`src/rtl/core/vbmm_ram.sv`:
```
`timescale 1ns / 1ps

module vbmm_ram #(
  parameter int unsigned Width = 8,
  parameter int unsigned Depth = 32
) (
  input  logic                     clk_i,
  input  logic                     en_i,
  input  logic                     we_i,
  input  logic [$clog2(Depth)-1:0] addr_i,
  input  logic [Width-1:0]         wdata_i,
  output logic [Width-1:0]         rdata_o
);

  logic [Width-1:0] mem_q [Depth];
  logic [Width-1:0] rdata_q;

  always_ff @(posedge clk_i) begin
    if (en_i) begin
      if (we_i) begin
        mem_q[addr_i] <= wdata_i;
      end else begin
        rdata_q <= mem_q[addr_i];
      end
    end
  end

  assign rdata_o = rdata_q;

endmodule

```
`config.mk`:
```
export PLATFORM = sky130hd
export DESIGN_NAME = vbmm_ram
export DESIGN_NICKNAME = d
export VERILOG_FILES = /design/src/rtl/core/vbmm_ram.sv
export SDC_FILE = /design/constraint.sdc
export NUM_CORES = 1
export LEC_CHECK = 0
export BUFFER_PORTS_ARGS = -buffer_cell sky130_fd_sc_hd__buf_2
export CORE_AREA = 4 4 157 159
export DETAILED_ROUTE_END_ITERATION = 10
export DIE_AREA = 0 0 161 163
export SLEW_MARGIN = 5
export SYNTH_ARGS = -nofsm -noshare
export SYNTH_HDL_FRONTEND = slang
export SYNTH_SLANG_ARGS = --single-unit
```
`constraint.sdc`:
```
create_clock -name clk_i -period 4.4 [get_ports clk_i]
set_input_delay 0.88 -clock clk_i [delete_from_list [all_inputs] [get_ports clk_i]]
set_output_delay 0.88 -clock clk_i [all_outputs]
set_load 0.01 [all_outputs]
```
== Yosys cells after proc, flatten, opt, wreduce, memory -nomap -nowiden ==
Memories as Yosys holds them, arrays and structs flattened. A register that Yosys moved wholly into a read port is not among the register bits.
Index checks and enable logic that the tools add are counted.
Widths: inputs -> output; s select.

* Flip-flop bits (word level): 0
* Latch bits: 0
* Memory bits (writable): 256
* Memory bits (read-only): 0
* Bits of input ports: 16
* Output and inout port bits: 8
* Logic and storage cells: 6
* Memories: 1

{| class="wikitable"
|+ Memories
! name !! depth !! bits a word !! rd ports !! clocked after Yosys merged registers in !! wr ports !! RTL line !! text
|-
| mem_q || 32 || 8 || 1 || 1 || 1 || 15 || <nowiki>logic [Width-1:0] mem_q [Depth];</nowiki>
|}

* $add $sub $neg: 0
* Multipliers: 0
* Divide/modulo/power cells: 0
* Magnitude comparators: 0
* Eq/ne operators: 0
* Shift-type cells: 0
* Multiplexer cells: 3
* Bitwise operators: 1
* Reductions and logical operators: 1

{| class="wikitable"
|+ Operators by type and width
! kind !! count
|-
| $mux 1 || 3
|-
| $reduce_and 2->1 || 1
|-
| $not 1->1 || 1
|}

== Longest topological paths before layout ==
* Depth in word-level cells: 3
* Mapped depth: 7
* Mapped depth without buffers: 4

== Least setup slack after synthesis ==
OpenSTA, ideal clock, no wires.

* Path kind: input -> register
* Start point: input addr_i[1]
* End point: memory mem_q[27][0] (enable)
* Library setup time: 0.383 ns
* Arrival: 2.379 ns
* Required time: 4.017 ns
* Slack: 1.637 ns
* Stages on the path: 5
* Buffers on the path: 3
* Cell sequence: clkbuf_1 > buf_2 > buf_2 > nand4_1 > nor3_1

{| class="wikitable"
|+ RTL lines
! item !! RTL line !! text
|-
| start, declared || 10 || <nowiki>input logic [$clog2(Depth)-1:0] addr_i,</nowiki>
|-
| end, declared || 15 ||
|}

No word-level cell before the write port.

== Worst setup path after layout ==
* Start point: input addr_i[1]
* End point: memory mem_q[27][3] (enable)

No word-level cell before the write port.

==> impl_results.md <==
* Worst EP required at 4.55 ns
* GRT Util Overall at 0.1753
* Final GP Congestion at 0.7968
* Power per Cell Area at 448.1 nW/um^2
* Starting Density at 0.4423
* Post-CTS setup buffer count at 0
* Drt first pass iters at 5
* Core box area at 23,260 um^2
* CP cell instances: buf_6 -> nand4_1 -> nor3_1
* Status: complete, no violations
* CTS buffer count at 27
* I/O Buffers at 23
* Vias in the first global route at 5,406
* Setup TNS at 0 ns
* Die ar. at 26,240 um^2
* Pin slew with the least headroom to its limit at 1.052 ns
* Worst clock skew at 0.01777 ns
* Total Wirelength at 22,980 um
* Asr flop ratio synth at 0
* Startpoint Class: input port
* Post-Synth Simple-Gate Area at 0.04937
* RSZ-0062 raised after global routing: false
* Utilization after layout at 0.4956
* Post-Syn Area per Cell at 17.74 um^2
* Num ports at 24
* Routed len/inst at 24.35 um
* Die Span Y at 163 um
* Mapped Cells at 580
* Slew Viols, Final at 0
* Critical R2R Launch: mem_q[31][2]
* Final count of negative-setup-slack endpoints at 0
* Crit Path Max Fanout at 70
* Lkg Pwr at 3.906 nW
* Largest net degree at the start of global routing at 71
* Synth Area in Compound Gates at 0.03891
* Worst R2R End: rdata_o[2]
* Reg clk slew, reported paths at 0.06 ns
* Minimum clock period at 3.034 ns
* Synthesized net count at 596
* Final HPWL DP at 14,240 um
* Synth cell types at 23
* Share of layout cells above drive strength 1 at 0.1120
* Layout area overhead at 12.04%
* Detail Route Antenna Nets at 0
* Slew HR at 0.2971
* Largest family of logic cells by synthesized area: multiplexers
* Fmax at 0.3296 GHz
* Drt drc at 0
* Hold Crit Class: flip-flop to flip-flop
* CTS tree: yes
* CTS sink cnt at 264
* Post-synth top flop: edfxtp_1
* Reported max-cap violation count at 0
* First-pass GRT wire length at 34,540 um
* IR drop worst, VDD at 319.8 uV
* Final Hold Vio Count at 0
* Multiplexer share of the synthesized area at 0.1245
* GRT Residual Overflow at 0
* Tcrit/Tclk final at 0.6894
* Hold-fix buffers, CTS at 0
* Crit path kind: input port to flip-flop
* Diodes inserted at 0
* DRT iter0 DRCs at 439
* Deepest clock path buffer count at 3
* Worst reg2reg path depth at 4
* Post-synth EDFFs at 264
* Vias at 5,295
* Post-Synth XOR/XNOR Area at 0
* Reg2reg setup slack at 2.39 ns
* Endpoint class of the critical path: flip-flop
* Sequential share of the synthesized area at 0.7704
* Worst Setup EP: mem_q[27][3]
* Adder-cell share of the synthesized area at 0
* Antenna violations before repair at 0
* Post-cts resize count at 0
* Synth warnings at 0
* Via density at 5.609
* Worst-skew pair later-pin latency at 0.53 ns
* Synthesis-stage register bit count at 264
* # fillers at 1,960
* # nets final at 622
* CP arrival at 3.18 ns
* Critical Path Start: addr_i[1]
* Num rows at 56
* Syn Std Cell Area at 10,290 um^2
* CTS H-tree depth at 1
* CP max stage cell: nor3_1
* Root buf cell: clkbuf_16
* Slowest stage delay, CP at 0.99 ns
* Chip Width at 161 um
registers in the layout (all words and copies together) (netlist names):
signal,count
mem_q,256
rdata_o,8
layer usage:
layer  global-route usage  vias to the layer above  part of all wire  routed length (um)
li1                     -                     2400                 -                   -
met3              0.02885                       42             0.069                1578
met4              0.04537                        0             0.025                 574
met5                    0                        -                 0                   0
met1               0.2523                     2660              0.43                9973
met2               0.2815                      193              0.47               10860
cell type report:
cell class	instances	area, um^2	area share
flip-flops and latches	264	7928	0.6876
multi-input cells	281	2190	0.1899
clock buffers	32	694.4	0.06023
well taps	319	399.1	0.03462
repair buffers	32	188.9	0.01639
clock inverters	16	128.9	0.01118
synth_stat cells (2+ instances only):
library cell,number,area [um^2]
buf_2,21,105.1
or4b_1,3,30.03
clkbuf_1,9,33.78
o22ai_1,64,400.4
or3b_2,2,17.52
nand4bb_1,5,56.30
nand3b_1,2,15.01
buf_6,2,22.52
nand2_1,13,48.80
mux2i_1,128,1281
nand4_1,2,12.51
edfxtp_1,264,7928
nor2_1,31,116.4
nand4b_1,4,35.03
nor4_1,16,100.1
nor3_1,4,20.02
buf_1,3,11.26
or3_1,2,12.51
critical path, delay by kind of cell:
family,cells,cell delay (ns)
simple gates,2,1.63
buf+inv,1,0.57
power by group:
group          leakage, nW  total [W]  switching (W)  internal (W)
Clock                0.396    0.00214       0.000907       0.00124
Combinational         1.13   0.000226       0.000155     0.0000706
Sequential            2.38    0.00280     0.00000610       0.00279
Total                 3.91    0.00517        0.00107       0.00410
metrics by stage:
stage / instances / setup WS, ns / hold WS (ns) / cell area, um^2 / power (W)
2_1_floorplan: 580 / 1.637 / 0.6515 / 10290 / 0.002976
3_3_place_gp: 896 / 0.9529 / 0.7102 / 10710 / 0.003071
3_5_place_dp: 896 / 0.8026 / 0.7254 / 10710 / 0.003077
4_1_cts: 944 / 1.358 / 0.7401 / 11530 / 0.005207
5_1_grt: 944 / 1.191 / 0.7646 / 11530 / 0.005321
6_report: 944 / 1.366 / 0.7332 / 11530 / 0.005166
worst min path at each step:
| stage | from | endpoint | slack (ns) | cells past startpoint |
|---|---|---|---|---|
| 2_1_floorplan | mem_q[1][6] | rdata_o[6] | 0.65 | 4 |
| 3_3_place_gp | mem_q[4][4] | rdata_o[4] | 0.71 | 4 |
| 3_5_place_dp | mem_q[6][4] | rdata_o[4] | 0.73 | 4 |
| 4_1_cts | mem_q[6][4] | rdata_o[4] | 0.74 | 4 |
| 5_1_grt | mem_q[6][6] | rdata_o[6] | 0.76 | 4 |
| 6_report | mem_q[6][4] | rdata_o[4] | 0.73 | 4 |
logic make-up (layout without fill, tap and decap cells):
| group | Yosys count | after routing |
|---|---|---|
| buf+inv | 35 | 80 |
| flops | 264 | 264 |
| compound gates | 64 | 64 |
| simple gates | 89 | 89 |
| mux | 128 | 128 |
cells in the final DEF (no fill, tap or decap), drive strengths merged:
master and instances:
inv 1, mux2i 128, nor3 4, bufinv 2
nor2b 1, or4bb 1, clkbuf 32, or3 2
nand4 2, nand3b 2, nand3 1, edfxtp 264
clkinvlp 2, nand4bb 5, nor2 31, buf 32
or4 1, nand4b 4, nand2 13, clkinv 11
nor4 16, or3b 2, or4b 4, o22ai 64
Power figures use the tool's default switching activity.
